## config.mk

```make
export PLATFORM = sky130hd
export DESIGN_NAME = crc8_word_checked_frame_parser
export DESIGN_NICKNAME = d
export VERILOG_FILES = /design/src/rtl/cwfp_pkg.sv /design/src/rtl/crc8_word_checked_frame_parser.sv
export SDC_FILE = /design/constraint.sdc
export NUM_CORES = 1
export LEC_CHECK = 0
export BUFFER_PORTS_ARGS = -buffer_cell sky130_fd_sc_hd__buf_2
export CAP_MARGIN = 20
export CORE_ASPECT_RATIO = 1.4
export CORE_MARGIN = 2
export CORE_UTILIZATION = 44
export CTS_CLUSTER_SIZE = 24
export DETAILED_ROUTE_END_ITERATION = 12
export SETUP_SLACK_MARGIN = 0.2
export SLEW_MARGIN = 20
export SYNTH_ARGS = -nofsm -noshare
export SYNTH_HDL_FRONTEND = slang
export SYNTH_SLANG_ARGS = --single-unit
export TNS_END_PERCENT = 50
```

## constraint.sdc

```tcl
create_clock -name clk -period 7.3 [get_ports clk]
set_input_delay 0.73 -clock clk [delete_from_list [all_inputs] [get_ports clk]]
set_output_delay 0.73 -clock clk [all_outputs]
set_load 0.02 [all_outputs]
```

## src/rtl/cwfp_pkg.sv

```systemverilog
// Package for the CRC-8 word-checked frame parser: payload structs, register
// indexes, reset values and the byte-wide CRC-8 update function.
// Depends on nothing.
package cwfp_pkg;

  localparam int unsigned FrameBytes = 12;
  localparam int unsigned PosW       = 4;
  localparam int unsigned CfgIdxW    = 2;

  localparam logic [7:0] CrcInitReset = 8'hFF;
  localparam logic [7:0] CrcPolyReset = 8'h31;
  localparam logic [7:0] CrcMsb       = 8'h80;

  localparam logic [PosW-1:0] PosLast = PosW'(FrameBytes - 1);
  localparam logic [PosW-1:0] PosHalf = PosW'(FrameBytes / 2);

  typedef enum logic [CfgIdxW-1:0] {
    CFG_CRC_INIT = 2'd0,
    CFG_CRC_POLY = 2'd1
  } cfg_idx_t;

  typedef struct packed {
    logic [7:0] rx_byte;
    logic       frame_start;
  } in_t;

  typedef struct packed {
    logic [31:0] first_value_bits;
    logic [31:0] second_value_bits;
    logic        frame_status;
  } out_t;

  function automatic logic [7:0] crc8_byte(input logic [7:0] crc,
                                           input logic [7:0] data,
                                           input logic [7:0] poly);
    logic [7:0] c;
    c = crc ^ data;
    for (int i = 0; i < 8; i++) begin
      if ((c & CrcMsb) != 8'h00) begin
        c = {c[6:0], 1'b0} ^ poly;
      end else begin
        c = {c[6:0], 1'b0};
      end
    end
    return c;
  endfunction

  // True for the CRC byte of each three-byte group.
  function automatic logic is_crc_slot(input logic [PosW-1:0] pos);
    logic r;
    case (pos)
      4'd2, 4'd5, 4'd8, 4'd11: r = 1'b1;
      default:                 r = 1'b0;
    endcase
    return r;
  endfunction

endpackage

```

## src/rtl/crc8_word_checked_frame_parser.sv

```systemverilog
// CRC-8 word-checked frame parser, top level.
// Depends on cwfp_pkg for payload structs, register indexes and the CRC function.
//
// Usage: bytes of a twelve-byte measurement response arrive one per transfer on
// the in_ channel (valid/ready). Each group of three bytes is two data bytes
// followed by their CRC-8 (MSB first, init and polynomial from registers 0 and
// 1 of the cfg_ port). frame_start on a byte makes it position 0 and drops any
// partial frame. On the twelfth byte one result leaves on the out_ channel:
// data bytes 0..3 and 4..7 assembled big-endian, and a status bit set when any
// group failed its check. Value bits are passed through even on error.
// Throughput is one byte per cycle; the CRC of a byte is an unrolled
// eight-step update between the input register and the state registers.
// A result is registered: its twelfth byte moves from the input register to the
// result register. While the result register is held by a stalled receiver,
// bytes that produce no result still flow; a twelfth byte waits in the input
// register until the result register frees up, and in_ready stays low meanwhile.
// Reset (synchronous, active low) empties both stages, sets the byte position
// to 0 and restores the register reset values (init 0xFF, polynomial 0x31).
// The configuration port is always ready; the user must write it only while idle (not enforced).
module crc8_word_checked_frame_parser
  import cwfp_pkg::*;
(
  input  logic               clk,
  input  logic               rst_n,
  input  logic               in_valid,
  output logic               in_ready,
  input  in_t                in_data,
  output logic               out_valid,
  input  logic               out_ready,
  output out_t               out_data,
  input  logic               cfg_valid,
  output logic               cfg_ready,
  input  logic [CfgIdxW-1:0] cfg_index,
  input  logic [7:0]         cfg_data
);

  logic            s1_valid_r, s1_valid_nxt;
  in_t             s1_data_r;
  logic [7:0]      crc_init_r, crc_poly_r;
  logic [PosW-1:0] pos_r, pos_nxt, pos_cur;
  logic [7:0]      run_crc_r, run_crc_nxt;
  logic            crc_fail_r, crc_fail_nxt, fail_cur;
  logic [31:0]     acc1_r, acc1_nxt, acc1_cur;
  logic [31:0]     acc2_r, acc2_nxt, acc2_cur;
  logic            out_valid_r, out_valid_nxt;
  out_t            out_data_r;
  logic            is_last, s1_go, res_load;
  logic [7:0]      seed;

  assign cfg_ready = 1'b1;

  always_comb begin
    pos_cur  = s1_data_r.frame_start ? '0 : pos_r;
    if (pos_cur > PosLast) begin
      pos_cur = '0;
    end
    fail_cur = s1_data_r.frame_start ? 1'b0 : crc_fail_r;
    acc1_cur = s1_data_r.frame_start ? 32'h0 : acc1_r;
    acc2_cur = s1_data_r.frame_start ? 32'h0 : acc2_r;
    is_last  = (pos_cur == PosLast);
    seed     = (pos_cur == 4'd0 || pos_cur == 4'd3 || pos_cur == 4'd6 || pos_cur == 4'd9)
               ? crc_init_r : run_crc_r;

    crc_fail_nxt = fail_cur;
    run_crc_nxt  = run_crc_r;
    acc1_nxt     = acc1_cur;
    acc2_nxt     = acc2_cur;
    if (is_crc_slot(pos_cur)) begin
      if (s1_data_r.rx_byte != run_crc_r) begin
        crc_fail_nxt = 1'b1;
      end
      run_crc_nxt = crc_init_r;
    end else begin
      run_crc_nxt = crc8_byte(seed, s1_data_r.rx_byte, crc_poly_r);
      if (pos_cur < PosHalf) begin
        acc1_nxt = {acc1_cur[23:0], s1_data_r.rx_byte};
      end else begin
        acc2_nxt = {acc2_cur[23:0], s1_data_r.rx_byte};
      end
    end
    pos_nxt = is_last ? '0 : pos_cur + 1'b1;
  end

  assign s1_go         = s1_valid_r && (!is_last || !out_valid_r || out_ready);
  assign res_load      = s1_go && is_last;
  assign in_ready      = !s1_valid_r || s1_go;
  assign s1_valid_nxt  = (in_valid && in_ready) || (s1_valid_r && !s1_go);
  assign out_valid_nxt = res_load || (out_valid_r && !out_ready);

  always_ff @(posedge clk) begin
    if (!rst_n) begin
      s1_valid_r  <= 1'b0;
      out_valid_r <= 1'b0;
      crc_init_r  <= CrcInitReset;
      crc_poly_r  <= CrcPolyReset;
      pos_r       <= '0;
      run_crc_r   <= CrcInitReset;
      crc_fail_r  <= 1'b0;
      acc1_r      <= 32'h0;
      acc2_r      <= 32'h0;
    end else begin
      s1_valid_r  <= s1_valid_nxt;
      out_valid_r <= out_valid_nxt;
      if (cfg_valid && cfg_ready) begin
        case (cfg_index)
          CFG_CRC_INIT: crc_init_r <= cfg_data;
          CFG_CRC_POLY: crc_poly_r <= cfg_data;
          default:      ;
        endcase
      end
      if (s1_go) begin
        pos_r      <= pos_nxt;
        run_crc_r  <= run_crc_nxt;
        crc_fail_r <= is_last ? 1'b0 : crc_fail_nxt;
        acc1_r     <= acc1_nxt;
        acc2_r     <= acc2_nxt;
      end
    end
  end

  always_ff @(posedge clk) begin
    if (in_valid && in_ready) begin
      s1_data_r <= in_data;
    end
    if (res_load) begin
      out_data_r.first_value_bits  <= acc1_nxt;
      out_data_r.second_value_bits <= acc2_nxt;
      out_data_r.frame_status      <= crc_fail_nxt;
    end
  end

  assign out_valid = out_valid_r;
  assign out_data  = out_data_r;

  a_pos_range: assert property (@(posedge clk) disable iff (!rst_n)
    pos_r <= PosLast)
    else $error("byte position out of frame range");

  a_end_of_frame: assert property (@(posedge clk) disable iff (!rst_n)
    res_load |=> (pos_r == '0) && !crc_fail_r && out_valid_r)
    else $error("frame end did not restart position and present a result");

  a_no_overwrite: assert property (@(posedge clk) disable iff (!rst_n)
    (out_valid_r && !out_ready) |-> !res_load)
    else $error("result register overwritten while held");

  a_s1_hold: assert property (@(posedge clk) disable iff (!rst_n)
    (s1_valid_r && !s1_go) |=> s1_valid_r && $stable(s1_data_r))
    else $error("stalled byte lost from input register");

endmodule

```

* After elaboration in Yosys (flattened, before gate mapping)
Index checks and enable logic that the tools add are counted.
** Storage, ports and cells
- Bits of input ports :: 24
- Output and inout port bits :: 68
- Logic and storage cells :: 89
- Register bits after elaboration :: 169
** Operators by class
- Add/sub/neg operators :: 1
- Order comparisons :: 2
- Equality and inequality tests :: 9
- Reduce and logical (&&, ||, !) cells :: 23
- Bitwise operators :: 9
- Mux-type cells :: 31
** Operators by type and width (number)
- 32-bit 2-to-1 mux :: 6
- 8-bit 2-to-1 mux :: 17
- 8-bit bitwise XOR :: 9
- 4-bit == test (second input constant) :: 3
- 4-bit 2-to-1 mux :: 3
- 4-bit by 2-bit == test with 1-bit output (second input constant) :: 2
- 4-bit by 3-bit == test with 1-bit output (second input constant) :: 2
- 1-bit logical OR :: 8
- 8-bit != test :: 1
- 1-bit logical AND :: 5
- 1-bit zero test :: 5
- 1-bit 2-to-1 mux :: 5
- 4-bit by 1-bit adder with 4-bit output (second input constant) :: 1
- 4-bit > comparator (second input constant) :: 1
- 4-bit zero test :: 1
- 4-bit by 3-bit less-than comparator with 1-bit output (second input constant) :: 1
- 2-bit AND reduction :: 2
- 4-bit OR reduction :: 1
- 2-bit by 1-bit == test with 1-bit output (second input constant) :: 1
- 2-bit zero test :: 1

* Longest topological paths before layout
Gate-level depths: netlist (run 1).
- Depth in word-level cells :: 33
- Gate-level depth with buffers :: 26
- Depth with buffers taken out :: 21

* Worst setup path before layout (run 1)
Ideal clock, no wire load.
- Path kind :: flip-flop to flip-flop
- Start :: register s1_data_r[0] in the netlist's numbering
- End :: register run_crc_r[2]
- Stages on the path, launching flop included :: 24
- Arrival time :: 5.342 ns
- Library setup time :: 0.122 ns
- Path slack :: 1.836 ns
- Data required time :: 7.178 ns
- Path buffers :: 3
- Cells stage by stage :: edfxtp_1 > clkbuf_1 > clkbuf_1 > nand2b_1 > inv_1 > ha_1 > nor2_1 > nand2_1 > ha_1 > a22o_1 > a211oi_4 > or2_1 > buf_6 > nor3_2 > o31a_2 > or3_1 > mux2_4 > o211a_1 > a32oi_2 > mux2_4 > a221o_1 > a2111oi_0 > nor3b_1 > o32a_1
** Between the ends
- Longest elaborated chain between the ends :: 32
- Elaborated cells between the ends (all ways) :: 46
** RTL lines
- start, declared :: line crc8_word_checked_frame_parser.sv:38 : in_t s1_data_r;
- start signal, assigned :: line crc8_word_checked_frame_parser.sv:123 : s1_data_r <= in_data;
- 4-bit 2-to-1 mux (*) :: line crc8_word_checked_frame_parser.sv:53 : pos_cur = s1_data_r.frame_start ? '0 : pos_r;
- 4-bit > comparator :: line crc8_word_checked_frame_parser.sv:54 : if (pos_cur > PosLast) begin
- 4-bit 2-to-1 mux (*) :: line crc8_word_checked_frame_parser.sv:54
- 4-bit by 2-bit == test with 1-bit output or 4-bit zero test (tied branches) :: line crc8_word_checked_frame_parser.sv:61 : seed = (pos_cur == 4'd0 || pos_cur == 4'd3 || pos_cur == 4'd6 || pos_cur == 4'd9)
- 1-bit logical OR (3 in series) :: line crc8_word_checked_frame_parser.sv:61
- 8-bit 2-to-1 mux :: line crc8_word_checked_frame_parser.sv:62 : ? crc_init_r : run_crc_r;
- 8-bit bitwise XOR :: line cwfp_pkg.sv:37 : c = crc ^ data;
- 8-bit bitwise XOR :: line cwfp_pkg.sv:40 : c = {c[6:0], 1'b0} ^ poly;
- [14 not listed]
- 8-bit 2-to-1 mux or 8-bit bitwise XOR (tied branches) :: line cwfp_pkg.sv:39, cwfp_pkg.sv:40
- 8-bit 2-to-1 mux (on tied branches) :: line crc8_word_checked_frame_parser.sv:68, cwfp_pkg.sv:39
- 8-bit bitwise XOR or 8-bit 2-to-1 mux (tied branches) :: line cwfp_pkg.sv:40, crc8_word_checked_frame_parser.sv:68
- 8-bit 2-to-1 mux or 8-bit bitwise XOR (tied branches) :: line cwfp_pkg.sv:39, cwfp_pkg.sv:40
- 8-bit 2-to-1 mux (on tied branches) :: line crc8_word_checked_frame_parser.sv:68, cwfp_pkg.sv:39
- 8-bit bitwise XOR or 8-bit 2-to-1 mux (tied branches) :: line cwfp_pkg.sv:40, crc8_word_checked_frame_parser.sv:68
- 8-bit 2-to-1 mux :: line cwfp_pkg.sv:39 : if ((c & CrcMsb) != 8'h00) begin
- 8-bit 2-to-1 mux :: line crc8_word_checked_frame_parser.sv:68 : if (is_crc_slot(pos_cur)) begin
- end signal, assigned :: line crc8_word_checked_frame_parser.sv:97 : run_crc_r <= CrcInitReset;
- end signal, assigned :: line crc8_word_checked_frame_parser.sv:113 : run_crc_r <= run_crc_nxt;
- end, declared :: line crc8_word_checked_frame_parser.sv:41 : logic [7:0] run_crc_r, run_crc_nxt;
Mark *: on every way between the ends. The rest lies on a longest branch, timed or not. The select of a mux whose other input is x is not followed.
A chain may end at the register's enable or synchronous reset.

* Worst setup path after layout (run 1)
Same ends and word-level chain as after synthesis.

==> out/qor.yml, run 1 <==
synthesis:
  synth_top_area_share: 0.2480
  synth_mux_area_frac: 0.01843
  async_flop_share: 0
  synthSimpleGateAreaFrac: 0.2258
  yosys_warnings: 0
  synth_adder_area_share: 0.01257
  syn_nets: 1077
  ys_top_cells_by_area: "edfxtp_1 25%, dfxtp_1 21%, nand2_1 14%"
  seq_area_frac_synth: 0.4602
  ys_types: 77
  synth_edf_count: 74
  netlist_area_mm2: 0.008961
  synth-xor-area-share: 0.06157
  synth-compound-area-share: 0.1822
  synth_top_area_cell: "edfxtp_1"
  syn_avg_cell_area_um2: 8.583
  synthCells: 1044
  synth-seq-cells: 169
  synth_ff_type: "dfxtp_1"
  synth_top_family_by_area: "simple AND/OR/NAND/NOR gates"
clock_network:
  cts_max_path_buffers: 2
  cts_tree: "built"
  cts_setup_buffers: 0
  cts-resized-gates: 0
  cts_root_buf: "clkbuf_16"
  insertion_delay_ns: 0.43
  postCtsHoldBufs: 0
  htree_levels: 4
  tritoncts_num_sinks: 169
  cts.reportedPaths.clkPinSlew_ns: 0.07
  cts_made_buffers: 17
floorplanning:
  die_width_um: 124.6
  initial_core_util: 0.4498
  fp-row-count: 61
  io_pins: 92
  core_mm2: 0.01992
  die_area_mm2: 0.02154
  die_y_um: 172.9
detailed_routing:
  first_iter_violations: 577
  routed_wl_mm: 26.04
  drc: 0
  drt_first_pass_iters: 5
  vias: 7705
  detail-route-antenna-nets: 0
  avgRoutedWirePerCell_um: 19.16
  via_per_inst: 5.670
finish:
  fin_util: 0.5095
  final_cell_count_no_fill: 1359
  final_common_cell: "nand2_1"
  diodes: 0
  area_delta_synth_final_pct: 13.25
  design_area_mm2: 0.01015
  final_layout_size_suffix_gt1_frac: 0.1563
  finalNetCount: 1127
  final.fill_count: 1947
  final_cell_mix: "325 x nand2_1, 131 x a21oi_1, 95 x dfxtp_1, 90 x buf_2, 74 x edfxtp_1"
global_route:
  grt_pass1_vias: 7383
  grt_max_degree: 78
  grt_use_total: 0.2345
  antenna_found_initial: 0
  grt_pass1_wl_mm: 40.16
  grt_overflow_total: 0
place:
  place_ws_ns: 1.466
  place.gp.congestion: 0.9373
  dp_cells: 1327
  post_dp_cell_area_mm2: 0.009559
  port_buffers: 90
  place_hpwl_mm: 17.57
sta:
  hold_viol_final: 0
  worst_pin_slew_ns: 1.037
  skew_ns: 0.01031
  fin_ws_ns: 1.287
  setup_violations: 0
  timing.final.crit_share: 0.8237
  max_slew_margin: 0.3071
  setup-tns-final_ns: 0
  final_max_slew_viol_count: 0
  finalCriticalPeriod_ns: 6.013
  hold_ws_ns: 0.4559
  clock.fmax_ghz: 0.1663
  grt_setup_unrepaired: "no"
critical_path:
  path_max_fanout: 15
  critPathLaunchType: "flop"
  critPathRequiredTime_ns: 7.62
  cp-end-kind: "flop"
  worst_path_largest_cell_delay_ns: 0.60
  r2r_slack_ns: 1.29
  r2r-start: "s1_data_r[0]$_DFFE_PP_"
  slowest_stage: "a31oi_1"
  worstReg2RegEnd: "run_crc_r[2]$_SDFFE_PN1P_"
  reg2reg_depth: 21
  worstPathCellList: "nand2b_1 > inv_1 > ha_1 > nor2_1 > nand2_1 > inv_1 > ha_1 > o21ai_2 > a22oi_2 > nor2_2 > o2111ai_1 > nor3_2 > or2_1 > o211ai_2 > a31oi_1 > o211ai_1 > a311o_1 > a31oi_1 > o311ai_1 > nor3b_1 > o32a_1"
  cp.arrival_ns: 6.33
  path_class: "flop to flop"
worst_hold_path:
  hp-class: "flop to flop"
  hold-path-cell-count: 2
  min_to: "acc2_r[24]$_SDFFE_PN0P_"
  min_from: "acc2_r[24]$_SDFFE_PN0P_"
job:
  drv_cap: 0
pwr:
  switching_power_uw: 799.6
  power_mw: 2.524
  leakage_nw: 3.731
  p_sw_frac: 0.3168
  irDropWorstVdd_v: 0.0001654
  combPwrFrac: 0.233
  seqPwrFrac: 0.409
  p_int_mw: 1.724
  clkPwrFrac: 0.359
  p_per_area_mw_per_mm2: 248.7
outcome:
  status: "complete, no violations"
-- registers in the layout, summed over array words and instances, names as in the netlist --
| register | cells |
|---|---|
| s1_valid_r | 1 |
| out_valid | 1 |
| acc1_r | 32 |
| crc_init_r | 8 |
| run_crc_r | 8 |
| out_data | 65 |
| pos_r | 4 |
| crc_fail_r | 1 |
| acc2_r | 32 |
| s1_data_r | 9 |
| crc_poly_r | 8 |
-- power groups by stage --
stage | clock network [mW] | logic (mW) | registers [mW]
global placement | 0 | 0.578 | 1.05
floorplan | 0 | 0.475 | 1.04
finish | 0.905 | 0.587 | 1.03
detailed placement | 0 | 0.577 | 1.05
global route | 0.953 | 0.634 | 1.03
CTS | 0.919 | 0.580 | 1.03
-- metal layers --
metal | GRT usage | part of all wire | up-vias
li1 | - | - | 3728
met2 | 0.4023 | 0.50 | 239
met4 | 0.1278 | 0.049 | 0
met3 | 0.03280 | 0.037 | 68
met1 | 0.2834 | 0.41 | 3670
met5 | 0 | 0 | -
-- kinds of logic (layout without fill, tap and decap cells) --
kind of cell               Yosys count  after routing
adders and majority gates            9              9
DFF                                169            169
and+or+nand+nor                    461            461
muxes                               15             15
xor gates and xnor gates            50             50
other                                1              1
buffers and inverters               85            148
AOI/OAI and AO/OA                  254            254
-- cell usage after synthesis, types with 3 or more instances --
cell and count:
clkbuf_1 55, nand3_1 21, buf_1 6, ha_1 9
mux2i_1 12, a21oi_1 131, a211o_1 6, nor2_1 32
a211oi_1 6, nand2_1 325, o31ai_1 3, nor3_1 11
a22oi_2 3, and2_1 6, o21ai_0 28, o211a_1 3
a31oi_1 6, o21ai_1 9, xnor2_2 4, o311ai_0 3
nor2_2 3, nand4_1 3, a21o_1 3, edfxtp_1 74
nor3b_1 3, nor2b_1 3, o211ai_1 6, a32oi_1 8
buf_2 5, mux2_4 3, or3_1 7, xnor3_1 5
xor2_1 9, inv_1 15, dfxtp_1 95, xnor2_1 31
nor3_2 3, nand3b_1 17, nand2b_1 14
-- how the worst max path moves through the flow --
| stage | endpoint | slack (ns) | start |
|---|---|---|---|
| CTS | run_crc_r[2]$_SDFFE_PN1P_ | 1.42 | s1_data_r[0]$_DFFE_PP_ |
| global route | run_crc_r[3]$_SDFFE_PN1P_ | 0.77 | s1_data_r[0]$_DFFE_PP_ |
| global placement | run_crc_r[2]$_SDFFE_PN1P_ | 1.60 | s1_data_r[0]$_DFFE_PP_ |
| floorplan | run_crc_r[2]$_SDFFE_PN1P_ | 1.84 | s1_data_r[0]$_DFFE_PP_ |
| detailed placement | run_crc_r[2]$_SDFFE_PN1P_ | 1.47 | s1_data_r[0]$_DFFE_PP_ |
| finish | run_crc_r[2]$_SDFFE_PN1P_ | 1.29 | s1_data_r[0]$_DFFE_PP_ |
-- critical path, delay by kind of cell (launching register included) --
kind | cells | cell delay (ns)
AO/OA/AOI/OAI | 10 | 2.84
AND/OR/NAND/NOR | 7 | 1.93
adder cells (fa/ha/maj) | 2 | 0.48
flip-flops | 1 | 0.44
buffers and inverters | 2 | 0.22
-- layout make-up --
class                   instances  area (µm²)  area share
clock buffers                  18       439.2     0.04327
multi-input cells             790        4511      0.4445
flip-flops and latches        169        4124      0.4064
clock inverters                14       150.1     0.01479
inverters                      15       56.30    0.005548
well taps                     252       315.3     0.03107
repair buffers                101       553.0     0.05449
No activity file was read; power rests on OpenSTA's default activity.
==> run 2: changes to the inputs <==
clock period = 6.25 ns   (was 7.3 ns; I/O delays follow)
==> run 2 against run 1 <==
Against the previous run: die area unchanged; wire length is 3.1% lower; global-route usage is 0.30 points lower; cell count up 0.66%; critical endpoint unchanged; worst hold slack got worse by 0.096 ns; worst setup slack lost 0.69 ns; clock skew is 0.0033 ns higher; power is 18% higher; combinational power increased by 21%.
==> out/qor.yml, run 2 (synthesis results as in run 1) <==
critical_path:
  cp-end-kind: "flop"
  critPathLaunchType: "flop"
  path_max_fanout: 10
  critPathRequiredTime_ns: 6.58
  cp.arrival_ns: 5.98
  path_class: "flop to flop"
finish:
  final_layout_size_suffix_gt1_frac: 0.1676
  finalNetCount: 1136
  diodes: 0
  final.fill_count: 1883
  fin_util: 0.5153
  largest_reg_flops: 65
  area_delta_synth_final_pct: 14.55
  final_cell_mix: "324 x nand2_1, 130 x a21oi_1, 95 x dfxtp_1, 90 x buf_2, 74 x edfxtp_1"
  final_common_cell: "nand2_1"
  design_area_mm2: 0.01026
  final_cell_count_no_fill: 1368
floorplanning:
  die_y_um: 172.9
  initial_core_util: 0.4498
  io_pins: 92
  die_area_mm2: 0.02154
  die_width_um: 124.6
  core_mm2: 0.01992
  fp-row-count: 61
clock_network:
  cts_made_buffers: 17
  insertion_delay_ns: 0.44
  cts_max_path_buffers: 2
  cts.reportedPaths.clkPinSlew_ns: 0.07
  htree_levels: 4
  postCtsHoldBufs: 0
  cts_root_buf: "clkbuf_16"
  cts_tree: "built"
  tritoncts_num_sinks: 169
detailed_routing:
  avgRoutedWirePerCell_um: 18.44
  detail-route-antenna-nets: 0
  via_per_inst: 5.621
  vias: 7689
  first_iter_violations: 666
  routed_wl_mm: 25.23
  drc: 0
  drt_first_pass_iters: 5
sta:
  clock.fmax_ghz: 0.1770
  hold_viol_final: 0
  final_max_slew_viol_count: 0
  worst_pin_slew_ns: 1.086
  skew_ns: 0.01360
  grt_setup_unrepaired: "no"
  fin_ws_ns: 0.5989
  setup_violations: 0
  finalCriticalPeriod_ns: 5.651
  setup-tns-final_ns: 0
  hold_ws_ns: 0.3595
  max_slew_margin: 0.2745
  timing.final.crit_share: 0.9042
global_route:
  antenna_found_initial: 0
  grt_max_degree: 83
  grt_pass1_vias: 7349
  met3_usage: 0.03651
  use_met2: 0.4023
  grt_use_total: 0.2316
  gr-max-usage-layer: "met2"
  grt_overflow_total: 0
  grt_use_met1: 0.2779
  grt_pass1_wl_mm: 39.72
place:
  place_hpwl_mm: 17.27
  post_dp_cell_area_mm2: 0.009595
  dp_cells: 1333
  place.gp.congestion: 0.9535
  port_buffers: 90
  place_ws_ns: 0.3257
outcome:
  status: "complete, no violations"
worst_hold_path:
  hp-class: "input port to flop"
job:
  drv_cap: 0
pwr:
  p_sw_frac: 0.3182
  p_per_area_mw_per_mm2: 289.9
  leakage_nw: 3.785
  p_int_mw: 2.029
  combPwrFrac: 0.239
  seqPwrFrac: 0.405
  switching_power_uw: 946.9
  irDropWorstVdd_v: 0.0002035
  clkPwrFrac: 0.355
  power_mw: 2.976
[run 2: cell count changes in the layout (fill, tap and decap cells not counted), sizes merged]
| cell | previous run | this run |
|---|---|---|
| buf | 101 | 110 |
| clkinv | 4 | 7 |
| clkinvlp | 2 | 0 |
| clkbuf | 18 | 17 |
[run 2: worst max-delay path, stage by stage, from the launching register on]
cell and delay (ns):
edfxtp_1 0.46, nand2b_1 0.22, inv_1 0.12, ha_1 0.18, nor2_1 0.05, nand2_1 0.13
inv_1 0.10, ha_1 0.30, o21a_4 0.28, a211oi_2 0.46, o21ai_0 0.17, o41ai_2 0.12
a211oi_4 0.12, buf_4 0.19, xnor2_4 0.33, buf_4 0.20, nand3_1 0.13, and4_1 0.37
a211o_1 0.31, a311o_1 0.42, a31oi_1 0.40, o311ai_1 0.15, nor3b_1 0.15, o32a_1 0.17
[run 2: worst paths after layout]
check / start / to / slack, ns / cells after the start
max reg2reg: s1_data_r[0]$_DFFE_PP_ / run_crc_r[2]$_SDFFE_PN1P_ / 0.60 / 23
max: s1_data_r[0]$_DFFE_PP_ / run_crc_r[2]$_SDFFE_PN1P_ / 0.60 / 23
min: in_data[5] / s1_data_r[5]$_DFFE_PP_ / 0.36 / 1
min reg2reg: acc2_r[31]$_SDFFE_PN0P_ / acc2_r[31]$_SDFFE_PN0P_ / 0.46 / 2
[run 2: routing by layer]
metal / vias to the layer above / share of wire
met2: 218 / 0.51
met4: 0 / 0.040
li1: 3740 / -
met3: 59 / 0.041
met5: - / 0
met1: 3672 / 0.41
[run 2: power by group through the flow]
stage,clock network (mW),logic [mW],registers (mW)
6_report,1.06,0.713,1.21
5_1_grt,1.12,0.772,1.21
4_1_cts,1.08,0.680,1.20
3_5_place_dp,0,0.675,1.23
3_3_place_gp,0,0.674,1.23
2_1_floorplan,0,0.555,1.21
[run 2: final cells by class]
type,instances,area [µm²],share of cell area
clock inverters,15,170.2,0.01658
repair buffers,110,611.8,0.05961
inverters,15,56.30,0.005485
multi-input cells,790,4562,0.4444
well taps,252,315.3,0.03072
clock buffers,17,425.4,0.04144
flip-flops and latches,169,4124,0.4018
[run 2: repair_timing]
action                     4_1_cts  5_1_grt
resized for setup                0       10
setup buffers                    0        3
setup endpoints to repair        0        8
==> run 3: changes to the inputs <==
clock period = 4.8 ns   (was 6.25 ns; I/O delays follow)
==> run 3 against run 2 <==
Against the previous run: the flow now finishes with violations (negative setup slack); power up 39%; wire length up 4.2%; clock skew down 0.0057 ns; highest routed layer unchanged; non-clock buffer count up 85; die area unchanged; critical endpoint unchanged; cell count up 6.2%; worst setup slack worse by 0.80 ns; register-to-register slack worse by 0.80 ns; largest cell class unchanged; sequential cell count unchanged; global-route usage up 0.70 points.
==> out/qor.yml, run 3 (synthesis results as in run 1) <==
critical_path:
  path_class: "flop to flop"
  worstPathCellList: "nand2b_4 > inv_4 > ha_4 > nor2_4 > nand2_4 > buf_6 > ha_4 > a22oi_2 > a22o_1 > nand2_2 > nor3_4 > buf_4 > nor3_4 > buf_12 > or3_4 > mux2_4 > o211a_1 > a32oi_2 > mux2_4 > a221o_1 > a2111oi_4 > nor3b_2 > o32a_1"
  critPathBufInv: 4
  worst_path_largest_cell_delay_ns: 0.39
  cp-end-kind: "flop"
  critPathLaunchType: "flop"
  cp.arrival_ns: 5.33
  slowest_stage: "edfxtp_1"
  critPathRequiredTime_ns: 5.13
  path_max_fanout: 9
  cp_top_family: "compound AO/OA/AOI/OAI gates"
detailed_routing:
  via_per_inst: 5.538
  drc: 0
  routed_wl_mm: 26.28
  avgRoutedWirePerCell_um: 18.08
  detail-route-antenna-nets: 0
  drt_first_pass_iters: 5
  vias: 8047
  first_iter_violations: 521
floorplanning:
  initial_core_util: 0.4498
  die_width_um: 124.6
  die_area_mm2: 0.02154
  core_mm2: 0.01992
  die_y_um: 172.9
  fp-row-count: 61
  io_pins: 92
place:
  post_dp_cell_area_mm2: 0.01033
  dp_cells: 1407
  port_buffers: 90
  place.gp.congestion: 0.9017
  place_hpwl_mm: 18.25
sta:
  fin_ws_ns: -0.1992
  skew_ns: 0.007865
  timing.final.crit_share: 1.042
  clock.fmax_ghz: 0.2000
  hold_viol_final: 0
  worst_pin_slew_ns: 1.039
  final_max_slew_viol_count: 0
  finalCriticalPeriod_ns: 4.999
  setup_violations: 8
  max_slew_margin: 0.3061
  grt_setup_unrepaired: "yes"
  hold_ws_ns: 0.2132
clock_network:
  postCtsHoldBufs: 0
  htree_levels: 4
  cts.reportedPaths.clkPinSlew_ns: 0.07
  cts_made_buffers: 17
  cts_tree: "built"
  tritoncts_num_sinks: 169
  cts_root_buf: "clkbuf_16"
  insertion_delay_ns: 0.44
  cts_max_path_buffers: 2
finish:
  finalNetCount: 1221
  design_area_mm2: 0.01124
  final_common_cell: "nand2_1"
  final_layout_size_suffix_gt1_frac: 0.2573
  final_cell_mix: "322 x nand2_1, 128 x a21oi_1, 98 x buf_4, 95 x dfxtp_1, 90 x buf_2"
  fin_util: 0.5642
  final_cell_count_no_fill: 1453
  area_delta_synth_final_pct: 25.41
  diodes: 0
  largest_reg_flops: 65
  final.fill_count: 1815
pwr:
  p_sw_frac: 0.3046
  irDropWorstVdd_v: 0.0002652
  clkPwrFrac: 0.317
  p_int_mw: 2.876
  p_per_area_mw_per_mm2: 368.0
  leakage_nw: 4.257
  seqPwrFrac: 0.380
  combPwrFrac: 0.304
  switching_power_mw: 1.260
global_route:
  met3_usage: 0.03991
  grt_use_total: 0.2385
  use_met2: 0.4326
  antenna_found_initial: 0
  grt_pass1_vias: 7701
  grt_use_met1: 0.2797
  gr-max-usage-layer: "met2"
  grt_overflow_total: 0
  grt_pass1_wl_mm: 41.08
  grt_max_degree: 77
worst_hold_path:
  hp-class: "input port to flop"
job:
  drv_cap: 0
outcome:
  violations: "negative setup slack"
  status: "complete, but fails checks"
[run 3: changes by cell type in the layout (fill, tap and decap cells not counted), sizes merged]
cell      previous run  this run
bufinv               0         1
clkinv               7         5
inv                 23        19
buf                110       195
clkbuf              17        18
clkinvlp             0         4
[run 3: final timing paths]
| kind | from | slack (ns) | depth (start not counted) | to |
|---|---|---|---|---|
| setup reg to reg | s1_data_r[0]$_DFFE_PP_ | -0.20 | 23 | run_crc_r[2]$_SDFFE_PN1P_ |
| setup / recovery | s1_data_r[0]$_DFFE_PP_ | -0.20 | 23 | run_crc_r[2]$_SDFFE_PN1P_ |
| hold / removal | in_data[5] | 0.21 | 1 | s1_data_r[5]$_DFFE_PP_ |
| hold reg to reg | acc2_r[25]$_SDFFE_PN0P_ | 0.46 | 2 | acc2_r[25]$_SDFFE_PN0P_ |
[run 3: area by class of cell]
class	instances	area, µm²	share of cell area
clock inverters	14	121.4	0.01080
clock buffers	18	429.2	0.03819
inverters	15	61.31	0.005455
flip-flops and latches	169	4124	0.3670
well taps	252	315.3	0.02806
multi-input cells	790	4896	0.4356
repair buffers	195	1291	0.1149
[run 3: worst reg2reg max path: stages, from the launching register on]
cell	delay, ns
edfxtp_1	0.39
nand2b_4	0.16
inv_4	0.04
ha_4	0.16
nor2_4	0.14
nand2_4	0.10
buf_6	0.13
ha_4	0.16
a22oi_2	0.26
a22o_1	0.28
nand2_2	0.12
nor3_4	0.23
buf_4	0.16
nor3_4	0.04
buf_12	0.15
or3_4	0.38
mux2_4	0.29
o211a_1	0.24
a32oi_2	0.21
mux2_4	0.35
a221o_1	0.35
a2111oi_4	0.32
nor3b_2	0.08
o32a_1	0.16
[run 3: per-stage QoR]
stage / TNS [ns] / setup slack [ns] / power [mW]
floorplan: -0.5420 / -0.3066 / 2.331
finish: -0.8148 / -0.1992 / 4.136
global route: -2.831 / -0.4143 / 4.300
detailed placement: -1.372 / -0.2823 / 2.720
global placement: -0.7128 / -0.1464 / 2.722
CTS: -0.2607 / -0.1089 / 4.086
[run 3: per-layer routing]
| metal | up-vias | share of wire |
|---|---|---|
| met3 | 52 | 0.038 |
| met4 | 0 | 0.031 |
| met5 | - | 0 |
| met1 | 3878 | 0.40 |
| li1 | 3905 | - |
| met2 | 212 | 0.53 |
[run 3: power groups by stage]
stage / Clock [mW] / Combinational (mW) / Sequential, mW
6_report: 1.31 / 1.26 / 1.57
5_1_grt: 1.38 / 1.34 / 1.57
4_1_cts: 1.33 / 1.19 / 1.57
3_5_place_dp: 0 / 1.12 / 1.60
3_3_place_gp: 0 / 1.12 / 1.60
2_1_floorplan: 0 / 0.752 / 1.58
[run 3: timing repair]
action | CTS | global route
pin swaps | 19 | 18
buffers inserted | 6 | 8
gates resized for setup | 25 | 22
setup endpoints to repair | 8 | 8
